## src/rtl/rdc_pkg.sv

```systemverilog
// ----------------------------------------------------------------------------
// rdc_pkg
// shared types, constants and helpers of the radix digit converter
// ----------------------------------------------------------------------------
`timescale 1ns / 1ps

package rdc_pkg;

  localparam int VALUE_BITS_DEF  = 32;
  localparam int STACK_DEPTH_DEF = 32;
  localparam int DIGIT_W         = 6;
  localparam int REM_W           = DIGIT_W + 1;
  localparam int PADDR_W         = 2;
  localparam int PDATA_W         = 32;

  localparam logic [DIGIT_W-1:0] RADIX_RESET = 6'd10;
  localparam logic [DIGIT_W-1:0] RADIX_MIN   = 6'd2;
  localparam logic [DIGIT_W-1:0] RADIX_MAX   = 6'd36;
  localparam logic [PADDR_W-1:0] ADDR_RADIX  = 2'd0;

  typedef enum logic [2:0] {
    ST_IDLE,
    ST_GO,
    ST_DIV,
    ST_POP_RD,
    ST_POP_LD,
    ST_OUT
  } rdc_state_t;

  typedef struct packed {
    logic done;
    logic quot_zero;
  } div_stat_t;

  function automatic logic [DIGIT_W-1:0] sat_radix(input logic [DIGIT_W-1:0] r);
    logic [DIGIT_W-1:0] res;
    res = r;
    if (r < RADIX_MIN) begin
      res = RADIX_MIN;
    end else if (r > RADIX_MAX) begin
      res = RADIX_MAX;
    end
    return res;
  endfunction

endpackage

```

## src/rtl/rdc_ram.sv

```systemverilog
// ----------------------------------------------------------------------------
// rdc_ram
// single-port synchronous ram, registered read
// ----------------------------------------------------------------------------
`timescale 1ns / 1ps

module rdc_ram #(
  parameter int WIDTH = 6,
  parameter int DEPTH = 32
) (
  input  logic                     clk,
  input  logic                     we,
  input  logic [$clog2(DEPTH)-1:0] addr,
  input  logic [WIDTH-1:0]         wdata,
  output logic [WIDTH-1:0]         rdata
);

  logic [WIDTH-1:0] mem [DEPTH];
  logic [WIDTH-1:0] rdata_r;

  always_ff @(posedge clk) begin
    if (we) begin
      mem[addr] <= wdata;
    end
    rdata_r <= mem[addr];
  end

  assign rdata = rdata_r;

endmodule

```

## src/rtl/rdc_div.sv

```systemverilog
// ----------------------------------------------------------------------------
// rdc_div
// bit-serial restoring divider, one quotient bit per cycle
// ----------------------------------------------------------------------------
`timescale 1ns / 1ps

module rdc_div
  import rdc_pkg::*;
#(
  parameter int VALUE_BITS = VALUE_BITS_DEF
) (
  input  logic                  clk,
  input  logic                  rst_n,
  input  logic                  start,
  input  logic [VALUE_BITS-1:0] dividend,
  input  logic [DIGIT_W-1:0]    divisor,
  output div_stat_t             stat,
  output logic [VALUE_BITS-1:0] quotient,
  output logic [DIGIT_W-1:0]    remainder
);

  localparam int CNT_W = $clog2(VALUE_BITS);

  logic                  busy_r, busy_nxt;
  logic                  done_r, done_nxt;
  logic [CNT_W-1:0]      cnt_r, cnt_nxt;
  logic [VALUE_BITS-1:0] quo_r, quo_nxt;
  logic [REM_W-1:0]      rem_r, rem_nxt;
  logic [DIGIT_W-1:0]    div_r, div_nxt;
  logic [REM_W-1:0]      rem_sh;
  logic                  ge;

  always_comb begin
    rem_sh   = {rem_r[DIGIT_W-1:0], quo_r[VALUE_BITS-1]};
    ge       = (rem_sh >= {1'b0, div_r});
    busy_nxt = busy_r;
    done_nxt = 1'b0;
    cnt_nxt  = cnt_r;
    quo_nxt  = quo_r;
    rem_nxt  = rem_r;
    div_nxt  = div_r;
    if (start) begin
      busy_nxt = 1'b1;
      cnt_nxt  = CNT_W'(VALUE_BITS - 1);
      quo_nxt  = dividend;
      rem_nxt  = '0;
      div_nxt  = divisor;
    end else if (busy_r) begin
      rem_nxt = ge ? (rem_sh - {1'b0, div_r}) : rem_sh;
      quo_nxt = {quo_r[VALUE_BITS-2:0], ge};
      cnt_nxt = cnt_r - CNT_W'(1);
      if (cnt_r == '0) begin
        busy_nxt = 1'b0;
        done_nxt = 1'b1;
      end
    end
  end

  always_ff @(posedge clk) begin
    if (!rst_n) begin
      busy_r <= 1'b0;
      done_r <= 1'b0;
    end else begin
      busy_r <= busy_nxt;
      done_r <= done_nxt;
    end
    cnt_r <= cnt_nxt;
    quo_r <= quo_nxt;
    rem_r <= rem_nxt;
    div_r <= div_nxt;
  end

  assign stat.done      = done_r;
  assign stat.quot_zero = (quo_r == '0);
  assign quotient       = quo_r;
  assign remainder      = rem_r[DIGIT_W-1:0];

endmodule

```

## src/rtl/radix_digit_converter_core.sv

```systemverilog
// ----------------------------------------------------------------------------
// radix_digit_converter_core
// converts an unsigned value to digits of the configured radix, msd first
//
//   channel  signals                          role
//   in       in_valid in_ready in_value       value to convert
//   out      out_valid out_ready out_digit    one digit per item, last flagged
//            out_last_digit
//   cfg      psel penable pwrite paddr ...    radix register at offset 0
//
// each digit of a value is one pass of the bit-serial divider, one quotient
// bit a cycle; after the last pass the digits are popped from the stack ram,
// each going through the pop_rd, pop_ld and out states
// a zero value gives no items and the core stays in idle
// output stalls hold the current digit; no new value is taken until the last
// digit is delivered; synchronous reset needs no clearing pass
// ----------------------------------------------------------------------------
`timescale 1ns / 1ps

module radix_digit_converter_core
  import rdc_pkg::*;
#(
  parameter int VALUE_BITS  = VALUE_BITS_DEF,
  parameter int STACK_DEPTH = STACK_DEPTH_DEF
) (
  input  logic                  clk,
  input  logic                  rst_n,
  input  logic                  in_valid,
  output logic                  in_ready,
  input  logic [VALUE_BITS-1:0] in_value,
  output logic                  out_valid,
  input  logic                  out_ready,
  output logic [DIGIT_W-1:0]    out_digit,
  output logic                  out_last_digit,
  input  logic                  psel,
  input  logic                  penable,
  input  logic                  pwrite,
  input  logic [PADDR_W-1:0]    paddr,
  input  logic [PDATA_W-1:0]    pwdata,
  output logic [PDATA_W-1:0]    prdata,
  output logic                  pready
);

  localparam int AW = $clog2(STACK_DEPTH);
  localparam int CW = $clog2(STACK_DEPTH + 1);

  rdc_state_t            state_r, state_nxt;
  logic [DIGIT_W-1:0]    radix_r;
  logic [CW-1:0]         count_r, count_nxt;
  logic [VALUE_BITS-1:0] qwork_r, qwork_nxt;
  logic                  out_valid_r, out_valid_nxt;
  logic [DIGIT_W-1:0]    out_digit_r, out_digit_nxt;
  logic                  out_last_r, out_last_nxt;

  logic                  div_start;
  div_stat_t             div_stat;
  logic [VALUE_BITS-1:0] div_quot;
  logic [DIGIT_W-1:0]    div_rem;

  logic                  ram_we;
  logic [AW-1:0]         ram_addr;
  logic [DIGIT_W-1:0]    ram_rdata;
  logic [CW-1:0]         count_m1;
  logic                  in_acc;
  logic                  stack_full;

  assign pready = 1'b1;
  assign prdata = (paddr == ADDR_RADIX) ? PDATA_W'(radix_r) : '0;

  always_ff @(posedge clk) begin
    if (!rst_n) begin
      radix_r <= RADIX_RESET;
    end else if (psel && penable && pwrite && (paddr == ADDR_RADIX)) begin
      radix_r <= pwdata[DIGIT_W-1:0];
    end
  end

  assign in_acc     = in_valid && in_ready;
  assign count_m1   = count_r - CW'(1);
  assign stack_full = (count_r == CW'(STACK_DEPTH - 1));

  rdc_div #(
    .VALUE_BITS(VALUE_BITS)
  ) u_div (
    .clk      (clk),
    .rst_n    (rst_n),
    .start    (div_start),
    .dividend (qwork_r),
    .divisor  (sat_radix(radix_r)),
    .stat     (div_stat),
    .quotient (div_quot),
    .remainder(div_rem)
  );

  rdc_ram #(
    .WIDTH(DIGIT_W),
    .DEPTH(STACK_DEPTH)
  ) u_stack (
    .clk  (clk),
    .we   (ram_we),
    .addr (ram_addr),
    .wdata(div_rem),
    .rdata(ram_rdata)
  );

  // next state
  always_comb begin
    state_nxt = state_r;
    case (state_r)
      ST_IDLE: begin
        if (in_acc && (in_value != '0)) begin
          state_nxt = ST_GO;
        end
      end
      ST_GO: begin
        state_nxt = ST_DIV;
      end
      ST_DIV: begin
        if (div_stat.done) begin
          state_nxt = (div_stat.quot_zero || stack_full) ? ST_POP_RD : ST_GO;
        end
      end
      ST_POP_RD: begin
        state_nxt = ST_POP_LD;
      end
      ST_POP_LD: begin
        state_nxt = ST_OUT;
      end
      ST_OUT: begin
        if (out_ready) begin
          state_nxt = (count_r == '0) ? ST_IDLE : ST_POP_RD;
        end
      end
      default: begin
        state_nxt = ST_IDLE;
      end
    endcase
  end

  // outputs and datapath
  always_comb begin
    in_ready      = 1'b0;
    div_start     = 1'b0;
    ram_we        = 1'b0;
    ram_addr      = count_r[AW-1:0];
    count_nxt     = count_r;
    qwork_nxt     = qwork_r;
    out_valid_nxt = out_valid_r;
    out_digit_nxt = out_digit_r;
    out_last_nxt  = out_last_r;
    case (state_r)
      ST_IDLE: begin
        in_ready  = 1'b1;
        count_nxt = '0;
        if (in_acc) begin
          qwork_nxt = in_value;
        end
      end
      ST_GO: begin
        div_start = 1'b1;
      end
      ST_DIV: begin
        if (div_stat.done) begin
          ram_we    = 1'b1;
          count_nxt = count_r + CW'(1);
          qwork_nxt = div_quot;
        end
      end
      ST_POP_RD: begin
        ram_addr  = count_m1[AW-1:0];
        count_nxt = count_m1;
      end
      ST_POP_LD: begin
        out_valid_nxt = 1'b1;
        out_digit_nxt = ram_rdata;
        out_last_nxt  = (count_r == '0);
      end
      ST_OUT: begin
        if (out_ready) begin
          out_valid_nxt = 1'b0;
        end
      end
      default: begin
        out_valid_nxt = 1'b0;
      end
    endcase
  end

  always_ff @(posedge clk) begin
    if (!rst_n) begin
      state_r     <= ST_IDLE;
      count_r     <= '0;
      out_valid_r <= 1'b0;
    end else begin
      state_r     <= state_nxt;
      count_r     <= count_nxt;
      out_valid_r <= out_valid_nxt;
    end
    qwork_r     <= qwork_nxt;
    out_digit_r <= out_digit_nxt;
    out_last_r  <= out_last_nxt;
  end

  assign out_valid      = out_valid_r;
  assign out_digit      = out_digit_r;
  assign out_last_digit = out_last_r;

endmodule

```

## config.mk

```make
export PLATFORM = sky130hd
export DESIGN_NAME = radix_digit_converter_core
export DESIGN_NICKNAME = d
export VERILOG_FILES = /design/src/rtl/rdc_pkg.sv /design/src/rtl/rdc_ram.sv /design/src/rtl/rdc_div.sv /design/src/rtl/radix_digit_converter_core.sv
export SDC_FILE = /design/constraint.sdc
export NUM_CORES = 1
export LEC_CHECK = 0
export BUFFER_PORTS_ARGS = -buffer_cell sky130_fd_sc_hd__buf_2
export CAP_MARGIN = 20
export CORE_ASPECT_RATIO = 1.5
export CORE_MARGIN = 1.5
export CORE_UTILIZATION = 30
export DETAILED_ROUTE_END_ITERATION = 12
export PLACE_DENSITY = 0.54
export SYNTH_ARGS = -nofsm -noshare
export SYNTH_HDL_FRONTEND = slang
export SYNTH_HIERARCHICAL = 1
export SYNTH_SLANG_ARGS = --single-unit
```

## constraint.sdc

```tcl
create_clock -name clk -period 4.4 [get_ports clk]
set_clock_uncertainty 0.2 [all_clocks]
set_input_delay 0.22 -clock clk [delete_from_list [all_inputs] [get_ports clk]]
set_output_delay 0.22 -clock clk [all_outputs]
set_load 0.05 [all_outputs]
```

==> results of run 1 <==
-- power by group --
group	switching (mW)	total [mW]	internal [mW]
Sequential	0.100	3.70	3.60
Clock	1.12	2.62	1.50
Combinational	0.812	1.24	0.431
Total	2.03	7.56	5.53
-- worst max-delay path, delay by kind of cell (launching register included) --
family                    cells  cell delay [ps]
AOI/OAI and AO/OA             1              240
and+or+nand+nor               6             1500
DFF                           1              330
xor gates and xnor gates      1              710
buffers and inverters         2              290
-- registers in the layout (all words and copies together), names as in the netlist, 3 cells and up --
signal and flops:
u_stack/rdata 6, radix_r 6, count_r 6, u_div/cnt_r 5, u_div/div_r 6, state_r 3
out_digit 6, u_div/quotient 32, qwork_r 32, u_stack/mem 192, u_div/rem_r 6
-- final cells by class --
type	instances	area [µm²]
Sequential cell	304	8778
Fill cell	4258	28070
Inverter	20	75.07
Clock inverter	19	234.0
Multi-Input combinational cell	535	4098
Tap cell	576	720.7
Timing Repair Buffer	135	1006
Clock buffer	35	768.2
-- layer usage --
layer  up-vias  routed length (µm)  global-route usage, %
met5         -                   0                      0
met4         0                 969                  5.223
met3        43                 957                  1.544
met2       169               16660                  25.72
met1      3770               11150                  13.90
li1       3672                   -                      -
-- worst max-delay path by stage --
stage                                  from                      endpoint  slack, ps  depth (start not counted)
global placement    state_r[1]$_SDFFE_PN0P_      u_stack/rdata[1]$_DFF_P_       1040                         10
floorplan           state_r[0]$_SDFFE_PN0P_  u_stack/mem[10][0]$_DFFE_PP_       1460                          9
detailed placement  state_r[1]$_SDFFE_PN0P_  u_stack/mem[31][1]$_DFFE_PP_       1030                          8
global route        state_r[1]$_SDFFE_PN0P_      u_stack/rdata[3]$_DFF_P_        790                         11
finish              state_r[1]$_SDFFE_PN0P_      u_stack/rdata[3]$_DFF_P_        970                         10
CTS                 state_r[1]$_SDFFE_PN0P_  u_stack/mem[31][4]$_DFFE_PP_        990                          8
-- cell families (layout without fill, tap and decap cells) --
| family | count (synthesis) | count (layout) | synth area share, % |
|---|---|---|---|
| flip-flops | 304 | 304 | 66.04 |
| AND/OR/NAND/NOR | 213 | 213 | 9.215 |
| multiplexers | 172 | 172 | 13.54 |
| AO/OA/AOI/OAI | 97 | 97 | 4.932 |
| buffers and inverters | 96 | 209 | 4.038 |
| adder cells (fa/ha/maj) | 15 | 15 | 1.450 |
| XOR/XNOR | 11 | 11 | 0.7248 |
| other | 2 | 27 | 0.05650 |
-- cell usage after synthesis, types with 6 or more instances --
master	number
sky130_fd_sc_hd__edfxtp_1	269
sky130_fd_sc_hd__mux2i_1	109
sky130_fd_sc_hd__mux2_2	61
sky130_fd_sc_hd__o22ai_1	50
sky130_fd_sc_hd__nor2_1	48
sky130_fd_sc_hd__dfxtp_1	35
sky130_fd_sc_hd__nand2_1	33
sky130_fd_sc_hd__buf_4	31
sky130_fd_sc_hd__buf_2	30
sky130_fd_sc_hd__nor4_1	30
sky130_fd_sc_hd__inv_1	19
sky130_fd_sc_hd__nor2b_1	14
sky130_fd_sc_hd__ha_1	13
sky130_fd_sc_hd__nor3_1	13
sky130_fd_sc_hd__o21ai_0	11
sky130_fd_sc_hd__and2_1	10
sky130_fd_sc_hd__a21oi_1	9
sky130_fd_sc_hd__nand2b_1	9
sky130_fd_sc_hd__nand3_1	8
sky130_fd_sc_hd__clkbuf_1	7
sky130_fd_sc_hd__nand4_1	7
sky130_fd_sc_hd__nand4b_1	6
sky130_fd_sc_hd__nand4bb_1	6
sky130_fd_sc_hd__or4b_1	6
sky130_fd_sc_hd__xor2_1	6
-- through the flow --
stage | util (%) | setup slack (ps) | hold slack (ps) | instance area [µm²] | total power, mW
2_1_floorplan | - | 1465 | 133.8 | 13390 | 4.599
3_3_place_gp | 32.43 | 1043 | 190.1 | 14190 | 4.974
3_5_place_dp | 32.43 | 1028 | 188.7 | 14190 | 5.003
4_1_cts | 35.82 | 985.2 | 204.4 | 15670 | 7.658
5_1_grt | 35.84 | 785.3 | 210.5 | 15680 | 7.881
6_report | 35.84 | 971.3 | 203.9 | 15680 | 7.560
==> impl_metrics.yaml, run 1 <==
setup_path:
  worstReg2RegEnd: "u_stack/rdata[3]$_DFF_P_"
  timing.reg2reg.worst_path_depth: 10
  worst_path_largest_cell_delay_ps: 710
  critPathRequiredTime_ps: 4640
  worstSetupEndpointType: "flip-flop"
  worstPathMaxFanout: 19
  critical-path-slowest-cell: "sky130_fd_sc_hd__xnor2_2"
  crit_type: "flip-flop to flip-flop"
  startpoint_type: "flip-flop"
  worst_r2r_startpoint: "state_r[1]$_SDFFE_PN0P_"
  setup.reg_to_reg.worst_slack_ps: 970
  critical_path.most_common_cell: "sky130_fd_sc_hd__nand2_1"
  crit_chain: "nor2b_1 -> buf_4 -> nand2_1 -> inv_1 -> nand2_1 -> xnor2_2 -> nand4bb_1 -> o22ai_1 -> nor4_1 -> nand2_1"
  worstPathArrival_ps: 3670
layout:
  final_layout_size_suffix_gt1_share_pct: 20.13
  fin_nets: 1112
  num_antenna_cells: 0
  most_used_cells_in_the_layout_excluding_fill_and_tap_cells: "269 x sky130_fd_sc_hd__edfxtp_1, 109 x sky130_fd_sc_hd__mux2i_1, 61 x sky130_fd_sc_hd__mux2_2, 61 x sky130_fd_sc_hd__buf_2, 50 x sky130_fd_sc_hd__o22ai_1"
  layoutNonFillerInstCount: 1624
  most_frequent_standard_cell_in_the_layout_excluding_fill_and_tap_cells: "sky130_fd_sc_hd__edfxtp_1"
  syn_to_final_growth_pct: 17.96
drt:
  num_vias: 7654
  detailedRoute.firstPassIterationCount: 5
  detailedRoute.firstIterationViolations: 392
  wl_per_cell_um: 18.31
  via_per_inst: 4.713
  final_antenna_net_count: 0
  wl_mm: 29.74
  remaining_drc_errors: 0
clock_network:
  worstSkewPairLatency_ps: 590
  root_buffer_master: "sky130_fd_sc_hd__clkbuf_16"
  postCtsSetupBuffers: 0
  cts_tree: "done"
  path_clk_slew_ps: 70
  cts_repair_resize_count: 0
  cts_max_path_buffers: 3
  count_of_h_tree_levels_built_during_cts: 1
  cts_hold_repair.buffers: 48
  cts_num_sinks: 304
  cts_inserted_buffers: 29
sta:
  setup_violations: 0
  setup_repair_after_global_routing_missed_its_margin: "false"
  fin_tns_setup_ps: 0
  finalHoldViolCount: 0
  period_share_pct: 77.92
  maxClockFrequency_ghz: 0.2917
  timing.final.crit_period_ps: 3429
  worst_slew_pin_slew_ps: 903.8
  timing.max_slew.rel_slack_pct: 39.45
  report.final.slew_viol_count: 0
power_and_ir_drop:
  leakagePower_nw: 5.195
  worst_ir_drop_vdd_uv: 336.3
  powerDensity_mw_per_mm2: 482.2
floorplan:
  fp.coreArea_mm2: 0.04375
  area_of_the_die_mm2: 0.04561
  die_height_um: 260.8
  die_width_um: 174.9
  pin_count: 115
  core.rowCount: 94
  initial_utilization_pct: 30.38
grt:
  pin_count_of_the_biggest_net_entering_global_routing: 42
  first_global_vias: 7888
  grt_antenna_before_repair: 0
  wire_length_of_the_first_global_routing_pass_mm: 45.81
  globalRoute.totalOverflow: 0
  track_usage_pct: 13.04
yosys:
  yosysWarnings: 6
  top_area_cells_in_the_synthesized_netlist: "sky130_fd_sc_hd__edfxtp_1 61%, sky130_fd_sc_hd__mux2i_1 8.2%, sky130_fd_sc_hd__dfxtp_1 5.3%"
  yosysUniqueCellTypes: 64
  postSynth.asyncResetShare_pct: 0
  yosys.area.top_type_share_pct: 60.77
  synth_sequential_area_ratio_pct: 66.04
  postSynthCellCount: 910
  synth-main-ff-cell: "sky130_fd_sc_hd__edfxtp_1"
  synth_seq_cells: 304
  synth_top_cell_by_area: "sky130_fd_sc_hd__edfxtp_1"
  post_synth_instance_area_mm2: 0.01329
  synth_enable_flop_cells: 269
  post_synth.cell_area_avg_um2: 14.61
flow_run:
  max_cap_violations: 0
placement:
  io_buffer_count: 61
  gp_congestion: 0.8038
  total_placed_cells_including_tap_cells: 1521
  place.detailed.hpwl_mm: 19.91
min_path:
  min_delay_path_depth: 0
  hold_path_class: "flip-flop to flip-flop"
  holdCritStartpoint: "u_stack/rdata[4]$_DFF_P_"
  worstHoldEndpoint: "out_digit[4]$_DFFE_PP_"
outcome:
  outcome: "completed"
No activity file was read; power rests on OpenSTA's default activity.
==> inputs of run 2 (changes only) <==
- ABC_AREA: default -> 1
- PLACE_DENSITY: 0.54 -> 0.55
- clock period: 4.4 -> 2.8 ns (I/O delays scaled with it)
==> run 2 against run 1 <==
Register-to-register slack worse by 820 ps. Count of clock-buffer cells in the layout increased by 3. Flip-flop and latch count stayed put. Sequential power up 75%. Utilization is 0.58 points higher. Global-route usage grew 0.58 points. Via count up 29%. Critical path type unchanged. Critical endpoint is now u_stack/mem[12][1]$_DFFE_PP_.
==> impl_metrics.yaml, run 2 <==
yosys:
  yosysUniqueCellTypes: 38
  synth.top_cells.by_count: "749 x sky130_fd_sc_hd__nand2_1, 269 x sky130_fd_sc_hd__edfxtp_1, 103 x sky130_fd_sc_hd__nor2_1"
  postSynth.asyncResetShare_pct: 0
  synthMostInstantiatedCell: "sky130_fd_sc_hd__nand2_1"
  post_synth.cell_area_avg_um2: 9.407
  top_area_cells_in_the_synthesized_netlist: "sky130_fd_sc_hd__edfxtp_1 59%, sky130_fd_sc_hd__nand2_1 20%, sky130_fd_sc_hd__dfxtp_1 5.1%"
  synth_sequential_area_ratio_pct: 63.61
  synth_enable_flop_cells: 269
  synth_seq_cells: 304
  synth_top_cell_by_area: "sky130_fd_sc_hd__edfxtp_1"
  synth-main-ff-cell: "sky130_fd_sc_hd__edfxtp_1"
  yosys.area.top_type_share_pct: 58.54
  post_synth_instance_area_mm2: 0.01380
  postSynthCellCount: 1467
  yosysWarnings: 6
layout:
  largest_register_ffs: 192
  seqCellArea_mm2: 0.008778
  final_layout_size_suffix_gt1_share_pct: 13.16
  syn_to_final_growth_pct: 20.16
  num_antenna_cells: 0
  multi_input_comb_area_mm2: 0.004410
  fin_nets: 1720
  most_used_cells_in_the_layout_excluding_fill_and_tap_cells: "749 x sky130_fd_sc_hd__nand2_1, 269 x sky130_fd_sc_hd__edfxtp_1, 100 x sky130_fd_sc_hd__nor2_1, 70 x sky130_fd_sc_hd__buf_4, 64 x sky130_fd_sc_hd__inv_1"
  regMostFlops: "u_stack/mem"
  fillerInstances: 4509
  most_frequent_standard_cell_in_the_layout_excluding_fill_and_tap_cells: "sky130_fd_sc_hd__nand2_1"
sta:
  timing.final.crit_period_ps: 2653
  finalHoldViolCount: 0
  report.final.slew_viol_count: 0
  period_share_pct: 94.73
  fin_tns_setup_ps: 0
  worst_slew_pin_slew_ps: 554.4
  hold-worst-slack_ps: 185.6
  setup_repair_after_global_routing_missed_its_margin: "true"
  maxClockFrequency_ghz: 0.3770
  setup_violations: 0
  timing.max_slew.rel_slack_pct: 63.04
clock_network:
  cts_num_sinks: 304
  root_buffer_master: "sky130_fd_sc_hd__clkbuf_16"
  cts_tree: "done"
  cts_max_path_buffers: 3
  count_of_h_tree_levels_built_during_cts: 1
  postCtsSetupBuffers: 0
  cts_inserted_buffers: 29
  worstSkewPairLatency_ps: 570
  path_clk_slew_ps: 70
drt:
  detailedRoute.firstPassIterationCount: 5
  final_antenna_net_count: 0
  route.top_layer_used: "met4"
  wl_per_cell_um: 14.14
  via_per_inst: 4.414
  met3_length_mm: 1.286
  routedLengthMet1_mm: 12.23
  remaining_drc_errors: 0
  wl_mm: 31.74
  routed-wl-met2_mm: 17.15
  num_vias: 9905
  detailedRoute.firstIterationViolations: 487
grt:
  wire_length_of_the_first_global_routing_pass_mm: 50.89
  pin_count_of_the_biggest_net_entering_global_routing: 75
  first_global_vias: 10060
  track_usage_pct: 13.63
  globalRoute.totalOverflow: 0
  grt_antenna_before_repair: 0
floorplan:
  fp.coreArea_mm2: 0.04552
  die_width_um: 178.1
  area_of_the_die_mm2: 0.04732
  core.rowCount: 96
  die_height_um: 265.7
  initial_utilization_pct: 30.31
  pin_count: 115
setup_path:
  critPathRequiredTime_ps: 2850
  worstSetupEndpointType: "flip-flop"
  worstPathMaxFanout: 15
  startpoint_type: "flip-flop"
  crit_type: "flip-flop to flip-flop"
  worstPathArrival_ps: 2710
power_and_ir_drop:
  powerDensity_mw_per_mm2: 992.9
  worst_ir_drop_vdd_uv: 517.8
  leakagePower_nw: 7.116
placement:
  place.detailed.hpwl_mm: 20.47
  gp_congestion: 0.8072
  io_buffer_count: 61
outcome:
  outcome: "completed"
min_path:
  hold_path_class: "primary input to flip-flop"
flow_run:
  max_cap_violations: 0
-- run 2: cell count changes after synthesis, moves of 10 or more --
cell and delta:
sky130_fd_sc_hd__inv_1 +47, sky130_fd_sc_hd__nor4_1 -22, sky130_fd_sc_hd__clkbuf_1 +17, sky130_fd_sc_hd__nand2_1 +716, sky130_fd_sc_hd__mux2_2 -61, sky130_fd_sc_hd__nor2_1 +55, sky130_fd_sc_hd__and2_1 -10, sky130_fd_sc_hd__o21ai_0 +20
sky130_fd_sc_hd__nand3_1 +19, sky130_fd_sc_hd__buf_2 -16, sky130_fd_sc_hd__mux2i_1 -109, sky130_fd_sc_hd__o22ai_1 -50, sky130_fd_sc_hd__nor2b_1 -14
-- run 2: final timing paths --
check	startpoint	to	slack, ps	cells after the start
max reg2reg	count_r[0]$_SDFFE_PN0P_	u_stack/mem[12][1]$_DFFE_PP_	150	10
min reg2reg	u_stack/rdata[4]$_DFF_P_	out_digit[4]$_DFFE_PP_	210	0
max	count_r[0]$_SDFFE_PN0P_	u_stack/mem[12][1]$_DFFE_PP_	150	10
min	in_value[20]	qwork_r[20]$_DFFE_PP_	190	4
-- run 2: layout make-up --
cell class              count  area share, %
flip-flops and latches    304          52.94
multi-input cells        1033          26.60
repair buffers            188          8.633
clock buffers              38          4.829
well taps                 588          4.437
inverters                  77          1.743
clock inverters            16         0.8150
-- run 2: layer usage --
metal / vias to the layer above / GRT usage, %
met5: - / 0
met2: 219 / 26.32
li1: 5019 / -
met4: 0 / 5.496
met3: 58 / 1.672
met1: 4609 / 14.68
-- run 2: kinds of logic (layout without fill, tap and decap cells) --
family,after synthesis,in the layout,synth area share [%]
compound gates,62,62,2.394
xor+xnor,5,5,0.3173
fa+ha+maj,14,14,1.324
buf+inv,155,319,5.467
flops,304,304,63.61
other cells,2,27,0.05442
simple gates,925,925,26.83
-- run 2: stage by stage --
step	util [%]	setup slack [ps]	total power, mW	cells	cell area [µm²]
global placement	33.12	18.66	12.57	2136	15080
detailed placement	33.12	-44.52	12.66	2136	15080
floorplan	-	39.52	10.76	1492	13900
finish	36.42	147.5	16.46	2244	16580
CTS	36.37	103.8	16.61	2244	16560
global route	36.42	-29.53	17.64	2244	16580
-- run 2: repair_timing --
item,in CTS,in global routing
gates resized for setup,1,6
cloned,0,0
endpoints found under the setup margin,48,72
hold buffers,54,0
endpoints found under the hold margin,50,0
-- run 2: power breakdown --
group | internal, mW | switching (mW) | leakage [nW]
combinational | 1.80 | 4.34 | 3.87
sequential | 6.08 | 0.388 | 2.79
clock | 2.20 | 1.65 | 0.462
total | 10.1 | 6.38 | 7.12
-- run 2: worst max-delay path: stages (launching register included) --
cell,delay (ps)
sky130_fd_sc_hd__dfxtp_1,360
sky130_fd_sc_hd__inv_1,70
sky130_fd_sc_hd__buf_4,160
sky130_fd_sc_hd__ha_1,270
sky130_fd_sc_hd__inv_1,50
sky130_fd_sc_hd__nand2_1,120
sky130_fd_sc_hd__o21ai_4,110
sky130_fd_sc_hd__inv_2,240
sky130_fd_sc_hd__nand3_2,360
sky130_fd_sc_hd__nor2_1,220
sky130_fd_sc_hd__buf_4,170
